`src/sv/pbfd_pkg.sv`:
```
package pbfd_pkg;

    // Default build constants
    localparam int MAX_KEY_BYTES_DEF = 10;
    localparam int LENGTH_BITS_DEF   = 32;

    // Fixed widths of the wire format
    localparam int BYTE_W    = 8;
    localparam int VBITS     = 7;   // payload bits per varint byte
    localparam int TARGET_W  = 29;
    localparam int KV_W      = 64;  // key value is kept to 64 bits
    localparam int WIRE_BITS = 3;
    localparam logic [WIRE_BITS-1:0] WIRE_MASK = 3'h7;

    // Parser phases
    localparam logic [2:0] PH_KEY    = 3'd0;
    localparam logic [2:0] PH_VARINT = 3'd1;
    localparam logic [2:0] PH_LENGTH = 3'd2;
    localparam logic [2:0] PH_BODY   = 3'd3;
    localparam logic [2:0] PH_DRAIN  = 3'd4;

    // Wire types
    localparam logic [WIRE_BITS-1:0] WT_VARINT = 3'd0;
    localparam logic [WIRE_BITS-1:0] WT_FIX64  = 3'd1;
    localparam logic [WIRE_BITS-1:0] WT_LEN    = 3'd2;
    localparam logic [WIRE_BITS-1:0] WT_FIX32  = 3'd5;

    // Fixed payload sizes in bytes
    localparam int FIX64_BYTES = 8;
    localparam int FIX32_BYTES = 4;

    typedef logic [BYTE_W-1:0] byte_t;

endpackage

```
`src/sv/protobuf_field_delete_filter.sv`:
```
// Protobuf field delete filter. Streams a wire-format message in one byte per
// word and passes it on, dropping every field whose number equals target_field
// (0 drops nothing). A key is held until its last byte and then released as a
// whole burst, so the output side needs one cycle per released byte while
// res_stall is low: a key of k bytes ends with k words leaving back to back
// and the input stalled until the last of them leaves. The rate is set by
// the single-word result register behind a shifting burst
// buffer of MAX_KEY_BYTES entries. Malformed input (group or unknown wire type,
// overlong key, oversize length, truncation) raises error on every remaining
// word of the message and drops everything up to in_last. The word carrying
// in_last always produces at least one result; if nothing is kept, it is a
// word with out_valid low. target_field may only be written while idle.
module protobuf_field_delete_filter
    import pbfd_pkg::*;
#(
    parameter int MAX_KEY_BYTES = MAX_KEY_BYTES_DEF,
    parameter int LENGTH_BITS   = LENGTH_BITS_DEF
)(
    input  logic                clk,
    input  logic                rst_n,
    // configuration
    input  logic                cfg_wr_en,
    input  logic [TARGET_W-1:0] cfg_wr_data,
    // input channel
    input  logic                in_valid,
    output logic                in_stall,
    input  logic [BYTE_W-1:0]   in_byte,
    input  logic                in_last,
    // result channel
    output logic                res_valid,
    input  logic                res_stall,
    output logic [BYTE_W-1:0]   out_byte,
    output logic                out_valid,
    output logic                out_last,
    output logic                error
);

    localparam int KCW     = $clog2(MAX_KEY_BYTES + 1);
    localparam int SHIFT_W = $clog2(VBITS * MAX_KEY_BYTES + 1);
    localparam int KV_WIDE = KV_W + VBITS;
    localparam int LEN_WIDE = LENGTH_BITS + VBITS * MAX_KEY_BYTES;
    localparam int FIELD_W = KV_W - WIRE_BITS;

    // Configuration
    logic [TARGET_W-1:0]    target_reg;

    // Parser state
    logic [2:0]             phase_reg, phase_next;
    byte_t                  hold_reg [MAX_KEY_BYTES];
    byte_t                  hold_next [MAX_KEY_BYTES];
    logic [KCW-1:0]         key_count_reg, key_count_next;
    logic [KV_W-1:0]        key_value_reg, key_value_next;
    logic                   drop_reg, drop_next;
    logic [LENGTH_BITS-1:0] accum_reg, accum_next;
    logic [LENGTH_BITS-1:0] left_reg, left_next;
    logic                   err_reg, err_next;

    // Burst buffer between parser and result register
    byte_t                  burst_reg [MAX_KEY_BYTES];
    byte_t                  load_data [MAX_KEY_BYTES];
    logic [KCW-1:0]         burst_cnt_reg, burst_cnt_next;
    logic                   burst_kept_reg, burst_kept_next;
    logic                   burst_last_reg, burst_last_next;
    logic                   burst_err_reg, burst_err_next;

    // Result register
    logic                   res_valid_reg;
    byte_t                  out_byte_reg;
    logic                   out_valid_reg;
    logic                   out_last_reg;
    logic                   error_reg;

    // Handshake
    logic                   out_free;
    logic                   burst_pop;
    logic                   in_acc;

    // Step datapath
    logic [VBITS-1:0]       vbits;
    logic [SHIFT_W-1:0]     vshift;
    logic [KV_WIDE-1:0]     kv_wide;
    logic [LEN_WIDE-1:0]    len_wide;
    logic [KCW-1:0]         cnt_inc;
    logic [KV_W-1:0]        kv_acc;
    logic [LENGTH_BITS-1:0] left_dec;
    logic                   key_rel;
    logic                   emit_one;
    logic                   empty_res;
    logic                   fail;

    assign out_free  = !res_valid_reg || !res_stall;
    assign burst_pop = (burst_cnt_reg != '0) && out_free;
    assign in_stall  = !((burst_cnt_reg == '0) ||
                         ((burst_cnt_reg == KCW'(1)) && out_free));
    assign in_acc    = in_valid && !in_stall;

    // Varint byte placement
    assign vbits    = in_byte[VBITS-1:0];
    assign vshift   = SHIFT_W'(key_count_reg) * SHIFT_W'(VBITS);
    assign kv_wide  = KV_WIDE'(vbits) << vshift;
    assign len_wide = LEN_WIDE'(vbits) << vshift;
    assign cnt_inc  = key_count_reg + KCW'(1);
    assign kv_acc   = key_value_reg | kv_wide[KV_W-1:0];
    assign left_dec = left_reg - LENGTH_BITS'(left_reg != '0);

    // Held key with the current byte written in
    always_comb
    begin
        for (int i = 0; i < MAX_KEY_BYTES; i++)
        begin
            hold_next[i] = (key_count_reg == KCW'(i)) ? in_byte : hold_reg[i];
        end
    end

    // Parser step for one accepted word
    always_comb
    begin
        phase_next     = phase_reg;
        key_count_next = key_count_reg;
        key_value_next = key_value_reg;
        drop_next      = drop_reg;
        accum_next     = accum_reg;
        left_next      = left_reg;
        key_rel        = 1'b0;
        emit_one       = 1'b0;
        fail           = 1'b0;

        case (phase_reg)
            PH_KEY:
            begin
                if (key_count_reg >= KCW'(MAX_KEY_BYTES))
                begin
                    fail = 1'b1;
                end
                else
                begin
                    key_value_next = kv_acc;
                    key_count_next = cnt_inc;
                    if (in_byte[BYTE_W-1])
                    begin
                        if (cnt_inc >= KCW'(MAX_KEY_BYTES))
                        begin
                            fail = 1'b1;
                        end
                    end
                    else
                    begin
                        drop_next = (target_reg != '0) &&
                                    (kv_acc[KV_W-1:WIRE_BITS] == FIELD_W'(target_reg));
                        case (kv_acc[WIRE_BITS-1:0] & WIRE_MASK)
                            WT_VARINT: phase_next = PH_VARINT;
                            WT_FIX64:
                            begin
                                phase_next = PH_BODY;
                                left_next  = LENGTH_BITS'(FIX64_BYTES);
                            end
                            WT_LEN:
                            begin
                                phase_next = PH_LENGTH;
                                accum_next = '0;
                            end
                            WT_FIX32:
                            begin
                                phase_next = PH_BODY;
                                left_next  = LENGTH_BITS'(FIX32_BYTES);
                            end
                            default: fail = 1'b1;
                        endcase
                        if (!fail)
                        begin
                            key_rel        = !drop_next;
                            key_count_next = '0;
                            key_value_next = '0;
                        end
                    end
                end
            end
            PH_VARINT:
            begin
                emit_one = !drop_reg;
                if (!in_byte[BYTE_W-1])
                begin
                    phase_next = PH_KEY;
                end
            end
            PH_LENGTH:
            begin
                emit_one = !drop_reg;
                if (key_count_reg >= KCW'(MAX_KEY_BYTES))
                begin
                    fail = 1'b1;
                end
                else if (|len_wide[LEN_WIDE-1:LENGTH_BITS])
                begin
                    fail = 1'b1;
                end
                else
                begin
                    accum_next     = accum_reg | len_wide[LENGTH_BITS-1:0];
                    key_count_next = cnt_inc;
                    if (in_byte[BYTE_W-1])
                    begin
                        if (cnt_inc >= KCW'(MAX_KEY_BYTES))
                        begin
                            fail = 1'b1;
                        end
                    end
                    else
                    begin
                        key_count_next = '0;
                        if (accum_next == '0)
                        begin
                            phase_next = PH_KEY;
                        end
                        else
                        begin
                            left_next  = accum_next;
                            phase_next = PH_BODY;
                        end
                    end
                end
            end
            PH_BODY:
            begin
                emit_one  = !drop_reg;
                left_next = left_dec;
                if (left_dec == '0)
                begin
                    phase_next = PH_KEY;
                end
            end
            default: phase_next = PH_DRAIN;
        endcase

        if (fail)
        begin
            phase_next = PH_DRAIN;
        end

        // error flag seen by this word's results
        err_next = err_reg || fail ||
                   (in_last && ((phase_next != PH_KEY) || (key_count_next != '0)));
    end

    // Results of this word as a burst
    assign empty_res = in_last && !key_rel && !emit_one;

    always_comb
    begin
        for (int i = 0; i < MAX_KEY_BYTES; i++)
        begin
            load_data[i] = hold_next[i];
        end
        if (!key_rel)
        begin
            load_data[0] = empty_res ? '0 : in_byte;
        end
    end

    always_comb
    begin
        burst_cnt_next  = burst_cnt_reg - KCW'(burst_pop);
        burst_kept_next = burst_kept_reg;
        burst_last_next = burst_last_reg;
        burst_err_next  = burst_err_reg;
        if (in_acc)
        begin
            if (key_rel)
            begin
                burst_cnt_next = cnt_inc;
            end
            else if (emit_one || empty_res)
            begin
                burst_cnt_next = KCW'(1);
            end
            burst_kept_next = !empty_res;
            burst_last_next = in_last;
            burst_err_next  = err_next;
        end
    end

    // Configuration register
    always_ff @(posedge clk or negedge rst_n)
    begin
        if (!rst_n)
        begin
            target_reg <= '0;
        end
        else if (cfg_wr_en)
        begin
            target_reg <= cfg_wr_data;
        end
    end

    // Parser control state; cleared at end of message
    always_ff @(posedge clk or negedge rst_n)
    begin
        if (!rst_n)
        begin
            phase_reg     <= PH_KEY;
            key_count_reg <= '0;
            key_value_reg <= '0;
            drop_reg      <= 1'b0;
            accum_reg     <= '0;
            left_reg      <= '0;
            err_reg       <= 1'b0;
        end
        else if (in_acc)
        begin
            if (in_last)
            begin
                phase_reg     <= PH_KEY;
                key_count_reg <= '0;
                key_value_reg <= '0;
                drop_reg      <= 1'b0;
                accum_reg     <= '0;
                left_reg      <= '0;
                err_reg       <= 1'b0;
            end
            else
            begin
                phase_reg     <= phase_next;
                key_count_reg <= key_count_next;
                key_value_reg <= key_value_next;
                drop_reg      <= drop_next;
                accum_reg     <= accum_next;
                left_reg      <= left_next;
                err_reg       <= err_next;
            end
        end
    end

    // Held key bytes
    always_ff @(posedge clk)
    begin
        if (in_acc && (phase_reg == PH_KEY))
        begin
            for (int i = 0; i < MAX_KEY_BYTES; i++)
            begin
                hold_reg[i] <= hold_next[i];
            end
        end
    end

    // Burst buffer: load on accept, shift down on pop
    always_ff @(posedge clk)
    begin
        if (in_acc)
        begin
            for (int i = 0; i < MAX_KEY_BYTES; i++)
            begin
                burst_reg[i] <= load_data[i];
            end
        end
        else if (burst_pop)
        begin
            for (int i = 0; i < MAX_KEY_BYTES - 1; i++)
            begin
                burst_reg[i] <= burst_reg[i+1];
            end
        end
    end

    always_ff @(posedge clk or negedge rst_n)
    begin
        if (!rst_n)
        begin
            burst_cnt_reg  <= '0;
            burst_kept_reg <= 1'b0;
            burst_last_reg <= 1'b0;
            burst_err_reg  <= 1'b0;
        end
        else
        begin
            burst_cnt_reg  <= burst_cnt_next;
            burst_kept_reg <= burst_kept_next;
            burst_last_reg <= burst_last_next;
            burst_err_reg  <= burst_err_next;
        end
    end

    // Result register
    always_ff @(posedge clk or negedge rst_n)
    begin
        if (!rst_n)
        begin
            res_valid_reg <= 1'b0;
        end
        else if (out_free)
        begin
            res_valid_reg <= burst_pop;
        end
    end

    always_ff @(posedge clk)
    begin
        if (burst_pop)
        begin
            out_byte_reg  <= burst_reg[0];
            out_valid_reg <= burst_kept_reg;
            out_last_reg  <= burst_last_reg && (burst_cnt_reg == KCW'(1));
            error_reg     <= burst_err_reg;
        end
    end

    assign res_valid = res_valid_reg;
    assign out_byte  = out_byte_reg;
    assign out_valid = out_valid_reg;
    assign out_last  = out_last_reg;
    assign error     = error_reg;

    // Checks
    a_burst_bound: assert property (@(posedge clk) disable iff (!rst_n)
        burst_cnt_reg <= KCW'(MAX_KEY_BYTES))
        else $error("burst count above key size");

    a_stall_busy: assert property (@(posedge clk) disable iff (!rst_n)
        (burst_cnt_reg > KCW'(1)) |-> in_stall)
        else $error("input taken while burst pending");

    a_empty_is_last: assert property (@(posedge clk) disable iff (!rst_n)
        (res_valid && !out_valid) |-> out_last)
        else $error("empty result word not at end of message");

    a_key_count: assert property (@(posedge clk) disable iff (!rst_n)
        (phase_reg == PH_KEY) |-> (key_count_reg < KCW'(MAX_KEY_BYTES)))
        else $error("held key longer than limit");

endmodule

```
`config.mk`:
```
export PLATFORM = sky130hd
export DESIGN_NAME = protobuf_field_delete_filter
export DESIGN_NICKNAME = d
export VERILOG_FILES = /design/src/sv/pbfd_pkg.sv /design/src/sv/protobuf_field_delete_filter.sv
export SDC_FILE = /design/constraint.sdc
export NUM_CORES = 1
export LEC_CHECK = 0
export ABC_AREA = 1
export BUFFER_PORTS_ARGS = -buffer_cell sky130_fd_sc_hd__clkbuf_2
export CAP_MARGIN = 20
export CORE_MARGIN = 3
export CORE_UTILIZATION = 40
export CTS_CLUSTER_DIAMETER = 100
export DETAILED_ROUTE_END_ITERATION = 12
export PLACE_DENSITY = 0.58
export SLEW_MARGIN = 25
export SYNTH_ARGS = -nofsm -noshare
export SYNTH_HDL_FRONTEND = slang
export SYNTH_SLANG_ARGS = --single-unit
```
`constraint.sdc`:
```
create_clock -name clk -period 15.3 [get_ports clk]
set_input_delay 2.295 -clock clk [delete_from_list [all_inputs] [get_ports clk]]
set_output_delay 2.295 -clock clk [all_outputs]
set_load 0.02 [all_outputs]
```
==> results.sh, run 1 <==
export IMPL_seq_area_frac_synth_pct=53.2
export IMPL_ys_seq_elements=345
export IMPL_synth_area_per_cell_sq_um=8.69
export IMPL_numCtsBuffers=40
export IMPL_power_frac_clock_pct=24.5
export IMPL_routabilityCongestion=0.915
export IMPL_synth_async_reset_ratio_pct=50.4
export IMPL_yosys_area_top_type_share_pct=28.8
export IMPL_hold_violations=0
export IMPL_slowest_stage="clkbuf_2"
export IMPL_pwr_share_seq_pct=37.2
export IMPL_grt_usage_pct=20.7
export IMPL_core_sq_um=43600
export IMPL_path_max_fanout=3
export IMPL_clockBufferDepth=3
export IMPL_min_to="out_byte[3]"
export IMPL_multi_input_area_sq_um=7270
export IMPL_r2r_end="burst_reg[0][7]"
export IMPL_cts_tree="built"
export IMPL_required_ns=13.01
export IMPL_drt_iter0_drc=1572
export IMPL_outcome="complete, no violations"
export IMPL_cp_cell_sequence="clkbuf_2 > nand2_1 > nand3_1 > nand2_1 > inv_1 > clkbuf_2"
export IMPL_syn_inst=2052
export IMPL_htreeDepth=2
export IMPL_synthDistinctLibCells=45
export IMPL_dr_total_vias=14200
export IMPL_gr_total_overflow=0
export IMPL_syn_num_nets=2104
export IMPL_yosys_area_top_type="edfxtp_1"
export IMPL_clk_pin_slew_worst_paths_ns=0.06
export IMPL_cts_num_sinks=345
export IMPL_hold_start="burst_reg[0][3]"
export IMPL_wl_mm=48.9
export IMPL_cts_root_buffer="clkbuf_16"
export IMPL_p_sw_w=0.00152
export IMPL_critPathLaunchType="input port"
export IMPL_final_nets=2125
export IMPL_final_util_pct=45.5
export IMPL_via_per_inst=5.28
export IMPL_ys_warn_count=0
export IMPL_synth_most_common_cell="nand2_1"
export IMPL_antenna_found_initial=0
export IMPL_io_buffers=55
export IMPL_dp_hpwl_mm=33.7
export IMPL_fp_row_count=76
export IMPL_r2r_slack_ns=10.88
export IMPL_die_area_sq_um=47200
export IMPL_p_total_w=0.00375
export IMPL_peakVddDrop_v=0.0000892
export IMPL_synthTopCellsByCount="nand2_1, nor2_1, o21ai_0"
export IMPL_switching_share_pct=40.5
export IMPL_finClkSkew_ns=0.0380
export IMPL_grt_max_degree=81
export IMPL_drtAntennaViolNets=0
export IMPL_rsz0062_at_grt="no"
export IMPL_firstDrtPassIters=6
export IMPL_cp_top_family="simple AND/OR/NAND/NOR gates"
export IMPL_min_path_cells=0
export IMPL_pin_count=56
export IMPL_cp_slowest_stage_delay_ns=0.14
export IMPL_die_w_microns=217
export IMPL_fp_dieH_microns=217
export IMPL_synth_edf_count=171
export IMPL_synth_top_flop_cell="dfrtp_1"
export IMPL_remaining_drc_errors=0
export IMPL_ctsHoldBuffers=0
export IMPL_synth_area_top_cells="edfxtp_1, dfrtp_1, nand2_1"
export IMPL_area_growth_pct=11.0
export IMPL_slew_viol_final=0
export IMPL_leakage_nw=8.49
export IMPL_cts_resized=0
export IMPL_drive_gt1_share_pct=11.7
export IMPL_final_fill_count=4351
export IMPL_drt_wirelength_per_cell_microns=18.2
export IMPL_worstPathArrival_ns=2.87
export IMPL_intPower_w=0.00223
export IMPL_slew_headroom_pct=33.0
export IMPL_period_needed_ns=5.17
export IMPL_critPathCaptureType="output port"
export IMPL_grt_pass1_vias=13700
export IMPL_r2r_cells=13
export IMPL_maxCapViolations=0
export IMPL_worst_pin_slew_ns=1.00
export IMPL_worstSetupPathType="in -> out"
export IMPL_antennaDiodeCount=0
export IMPL_power_per_cell_area_nw_per_um2=189
export IMPL_finalSetupViolations=0
export IMPL_placed_cell_area_sq_um=18600
export IMPL_post_cts_buffers=0
export IMPL_grt_pass1_wl_mm=77.7
export IMPL_crit_buf_inv=3
export IMPL_r2r_start="key_count_reg[0]"
export IMPL_hold_worst_slack_ns=0.419
export IMPL_hold_class="reg -> reg"
export IMPL_initial_core_util_pct=41.0
export IMPL_min_period_over_period_pct=33.8
export IMPL_tns_ns=0
export IMPL_regArea_sq_um=9490
export IMPL_netlist_area_sq_um=17800
export IMPL_final_cell_area_sq_um=19800
export IMPL_comb_power_share_pct=38.3
export IMPL_fmax_mhz=194
export IMPL_clk_latency_ns=0.58
kinds of logic (layout without fill, tap and decap cells):
| logic type | Yosys count | after routing | share of synthesized area [%] |
|---|---|---|---|
| compound gates | 368 | 368 | 11.2 |
| xor+xnor | 24 | 24 | 1.18 |
| fa+ha+maj | 9 | 9 | 0.631 |
| buf+inv | 271 | 321 | 6.29 |
| flops | 345 | 345 | 53.2 |
| mux | 76 | 76 | 4.79 |
| simple gates | 959 | 959 | 22.7 |
cell usage in the layout (no fill, tap or decap), types with 9 or more instances in the layout:
cell       count
mux2_2        75
clkbuf_1      11
o22ai_1       29
a31oi_1        9
xor2_1        22
a21oi_1       62
inv_1        172
o21ai_1       21
clkbuf_16     40
nor3_1        15
o31ai_1       19
or2_2         15
nor2_1       292
ha_1           9
nand2_1      469
nor4_1         9
o211ai_1      11
nand4_1       31
nand3_1      103
inv_2         11
clkbuf_2      54
edfxtp_1     171
buf_4          9
dfrtp_1      174
o21ai_0      204
worst max path at each step:
stage                from                end  depth (start not counted)
2_1_floorplan   res_stall    burst_reg[0][0]                          3
4_1_cts         res_stall           in_stall                          6
3_5_place_dp   in_byte[1]    burst_reg[0][7]                         14
6_report        res_stall           in_stall                          6
3_3_place_gp    res_stall  key_value_reg[56]                         10
5_1_grt           in_last      accum_reg[20]                          7
per-layer routing:
metal | part of all wire, % | GRT usage [%] | vias to the layer above
li1 | - | - | 6944
met1 | 47 | 30.4 | 6787
met2 | 44 | 31.5 | 376
met3 | 5.3 | 3.14 | 84
met4 | 2.9 | 6.98 | 0
met5 | 0 | 0 | -
layout make-up:
| type | instances | share of cell area [%] |
|---|---|---|
| tap | 585 | 3.70 |
| multi-input combinational | 1436 | 36.7 |
| inverter | 185 | 3.53 |
| clock buffer | 54 | 5.47 |
| sequential | 345 | 47.9 |
| timing repair buffer | 65 | 1.82 |
| clock inverter | 17 | 0.821 |
stage by stage:
step | cells | setup WS, ns
final | 2687 | 10.13
after CTS | 2687 | 10.13
after global routing | 2687 | 10.02
after global placement | 2616 | 9.63
after floorplan | 2052 | 7.20
after detailed placement | 2616 | 9.74
power groups by stage:
stage          registers (W)  clock network (W)  logic, W
2_1_floorplan        0.00138                  0   0.00107
3_3_place_gp         0.00141                  0   0.00141
3_5_place_dp         0.00141                  0   0.00142
4_1_cts              0.00140           0.000938   0.00143
5_1_grt              0.00142           0.000971   0.00161
6_report             0.00139           0.000917   0.00144
No activity file was read; power rests on OpenSTA's default activity.
==> inputs of run 2 (changes only) <==
- ABC_AREA: 1 -> 0
- clock period: 15.3 -> 5.1 ns (I/O delays scaled with it)
==> run 2 against run 1 <==
Effect of this change: register-to-register slack got worse by 10 ns; clock power increased to 3.2 times the previous value; final area fell by 1.5%; wire length down 5.9%; via count shrank 13%; setup slack worse by 9.5 ns; utilization is 0.53 points higher; clock skew shrank 0.011 ns; sequential cell count stayed put; count of clock-buffer cells in the layout down 3.
==> results.sh, run 2 <==
export IMPL_netlist_area_sq_um=17300
export IMPL_post_cts_buffers=0
export IMPL_htreeDepth=2
export IMPL_leakage_nw=7.71
export IMPL_final_nets=1570
export IMPL_syn_inst=1498
export IMPL_fmax_mhz=226
export IMPL_grt_pass1_vias=12500
export IMPL_routabilityCongestion=0.875
export IMPL_synth_xor_area_share_pct=2.22
export IMPL_synthSimpleGateAreaFrac_pct=12.6
export IMPL_finalSetupViolations=0
export IMPL_cts_root_buffer="clkbuf_16"
export IMPL_fp_dieH_microns=214
export IMPL_gr_total_overflow=0
export IMPL_maxCapViolations=0
export IMPL_hold_violations=0
export IMPL_slew_headroom_pct=31.2
export IMPL_synth_most_common_cell="mux2_2"
export IMPL_critPathCaptureType="flop"
export IMPL_layoutNonFillerInstCount=2126
export IMPL_yosys_area_top_type_share_pct=29.6
export IMPL_firstDrtPassIters=5
export IMPL_antennaDiodeCount=0
export IMPL_switching_share_pct=35.9
export IMPL_rsz0062_at_grt="no"
export IMPL_drt_iter0_drc=1095
export IMPL_crit_cells=13
export IMPL_clk_pin_slew_worst_paths_ns=0.06
export IMPL_wl_mm=46.0
export IMPL_slowest_stage="nor4_1"
export IMPL_intPower_w=0.00713
export IMPL_power_frac_clock_pct=26.7
export IMPL_power_per_cell_area_nw_per_um2=571
export IMPL_final_fill_count=3910
export IMPL_synth_area_per_cell_sq_um=11.6
export IMPL_cts_num_sinks=345
export IMPL_numCtsBuffers=40
export IMPL_tns_ns=0
export IMPL_period_needed_ns=4.43
export IMPL_cts_tree="built"
export IMPL_place_ws_ns=0.719
export IMPL_worstPathArrival_ns=4.86
export IMPL_synth_area_top_cells="edfxtp_1, dfrtp_1, mux2_2"
export IMPL_core_sq_um=42400
export IMPL_io_buffers=55
export IMPL_ys_warn_count=0
export IMPL_cts_resized=0
export IMPL_seq_area_frac_synth_pct=54.7
export IMPL_crit_buf_inv=0
export IMPL_r2r_end="burst_err_reg"
export IMPL_critPathLaunch="left_reg[14]"
export IMPL_layout_commonest_cell="mux2_2"
export IMPL_crit_top_cell="nor3_1"
export IMPL_comb_power_share_pct=35.9
export IMPL_dr_total_vias=12300
export IMPL_required_ns=5.54
export IMPL_setup_ws_ns=0.674
export IMPL_outcome="complete, no violations"
export IMPL_r2r_start="left_reg[14]"
export IMPL_clockBufferDepth=3
export IMPL_cp_cell_sequence="nor4_1 > nand4_1 > nor3_1 > nand4_1 > ha_1 > ha_1 > nand3_1 > nor3_1 > or4_1 > nor4_1 > a31oi_1 > nor3_1 > a31oi_1"
export IMPL_dp_hpwl_mm=30.2
export IMPL_synth_edf_count=171
export IMPL_synth_fa_ha_area_share_pct=0.649
export IMPL_synth_top_flop_cell="dfrtp_1"
export IMPL_hold_class="in -> async"
export IMPL_synth_async_reset_ratio_pct=50.4
export IMPL_grt_max_degree=89
export IMPL_peakVddDrop_v=0.000325
export IMPL_cp_slowest_stage_delay_ns=0.60
export IMPL_clk_latency_ns=0.56
export IMPL_syn_num_nets=1550
export IMPL_yosys_area_top_type="edfxtp_1"
export IMPL_worstSetupPathType="reg -> reg"
export IMPL_die_w_microns=214
export IMPL_path_max_fanout=12
export IMPL_grt_pass1_wl_mm=73.8
export IMPL_r2r_slack_ns=0.67
export IMPL_drive_gt1_share_pct=23.8
export IMPL_min_period_over_period_pct=86.8
export IMPL_place_inst=2053
export IMPL_initial_core_util_pct=40.9
export IMPL_ys_seq_elements=345
export IMPL_placed_cell_area_sq_um=18100
export IMPL_remaining_drc_errors=0
export IMPL_synth_top_family_by_area="compound AO/OA/AOI/OAI gates"
export IMPL_pin_count=56
export IMPL_synthDistinctLibCells=80
export IMPL_final_cell_area_sq_um=19500
export IMPL_die_area_sq_um=45900
export IMPL_pwr_share_seq_pct=37.3
export IMPL_finClkSkew_ns=0.0268
export IMPL_drt_wirelength_per_cell_microns=21.7
export IMPL_slew_viol_final=0
export IMPL_p_sw_w=0.00400
export IMPL_antenna_found_initial=1
export IMPL_fp_row_count=75
export IMPL_drtAntennaViolNets=0
export IMPL_cp_top_family="simple AND/OR/NAND/NOR gates"
export IMPL_worst_pin_slew_ns=1.03
export IMPL_ctsHoldBuffers=0
export IMPL_r2r_cells=13
export IMPL_layout_common_cells="mux2_2, dfrtp_1, edfxtp_1"
export IMPL_grt_usage_pct=20.1
export IMPL_area_growth_pct=12.5
export IMPL_synthTopCellsByCount="mux2_2, dfrtp_1, edfxtp_1"
export IMPL_synth_compound_area_share_pct=14.1
export IMPL_via_per_inst=5.81
export IMPL_critPathLaunchType="flop"
export IMPL_synth_area_mux_share_pct=12.0
[run 2: logic make-up (layout without fill, tap and decap cells)]
kind of cell	after synthesis	in the layout
AOI/OAI and AO/OA	357	357
xor gates and xnor gates	44	44
adders and majority gates	9	9
buffers and inverters	141	192
DFF	345	345
muxes	185	185
and+or+nand+nor	417	417
[run 2: area by class of cell]
class | instances | area, sq um | area share [%]
Clock inverter | 22 | 264 | 1.35
Multi-Input combinational cell | 1012 | 7220 | 37.0
Timing Repair Buffer | 97 | 634 | 3.25
Tap cell | 577 | 722 | 3.70
Sequential cell | 345 | 9490 | 48.6
Clock buffer | 51 | 1090 | 5.61
Inverter | 22 | 82.6 | 0.423
[run 2: layer usage]
layer / share of wire (%) / vias up / GRT usage (%)
li1: - / 5686 / -
met1: 45 / 6213 / 28.0
met2: 46 / 350 / 31.8
met3: 5.4 / 95 / 3.87
met4: 2.9 / 2 / 6.25
met5: 0.033 / - / 0
[run 2: worst max-delay path by stage]
stage	end	slack (ns)
floorplan	hold_reg[0][0]	0.92
global placement	phase_reg[1]	0.81
detailed placement	burst_err_reg	0.72
CTS	burst_err_reg	0.71
global route	burst_err_reg	0.20
finish	burst_err_reg	0.67
[run 2: power groups by stage]
stage          sequential (W)  combinational, W  clock, W
5_1_grt               0.00423           0.00437   0.00317
3_3_place_gp          0.00419           0.00396         0
4_1_cts               0.00416           0.00399   0.00305
3_5_place_dp          0.00421           0.00397         0
6_report              0.00415           0.00400   0.00298
2_1_floorplan         0.00410           0.00292         0
[run 2: metrics by stage]
step           util (%)  hold WS [ns]  total power [W]
2_1_floorplan         -         0.400          0.00702
3_3_place_gp       42.8         0.407          0.00816
3_5_place_dp       42.8         0.406          0.00818
4_1_cts            46.0         0.301           0.0112
5_1_grt            46.0         0.329           0.0118
6_report           46.0         0.287           0.0111
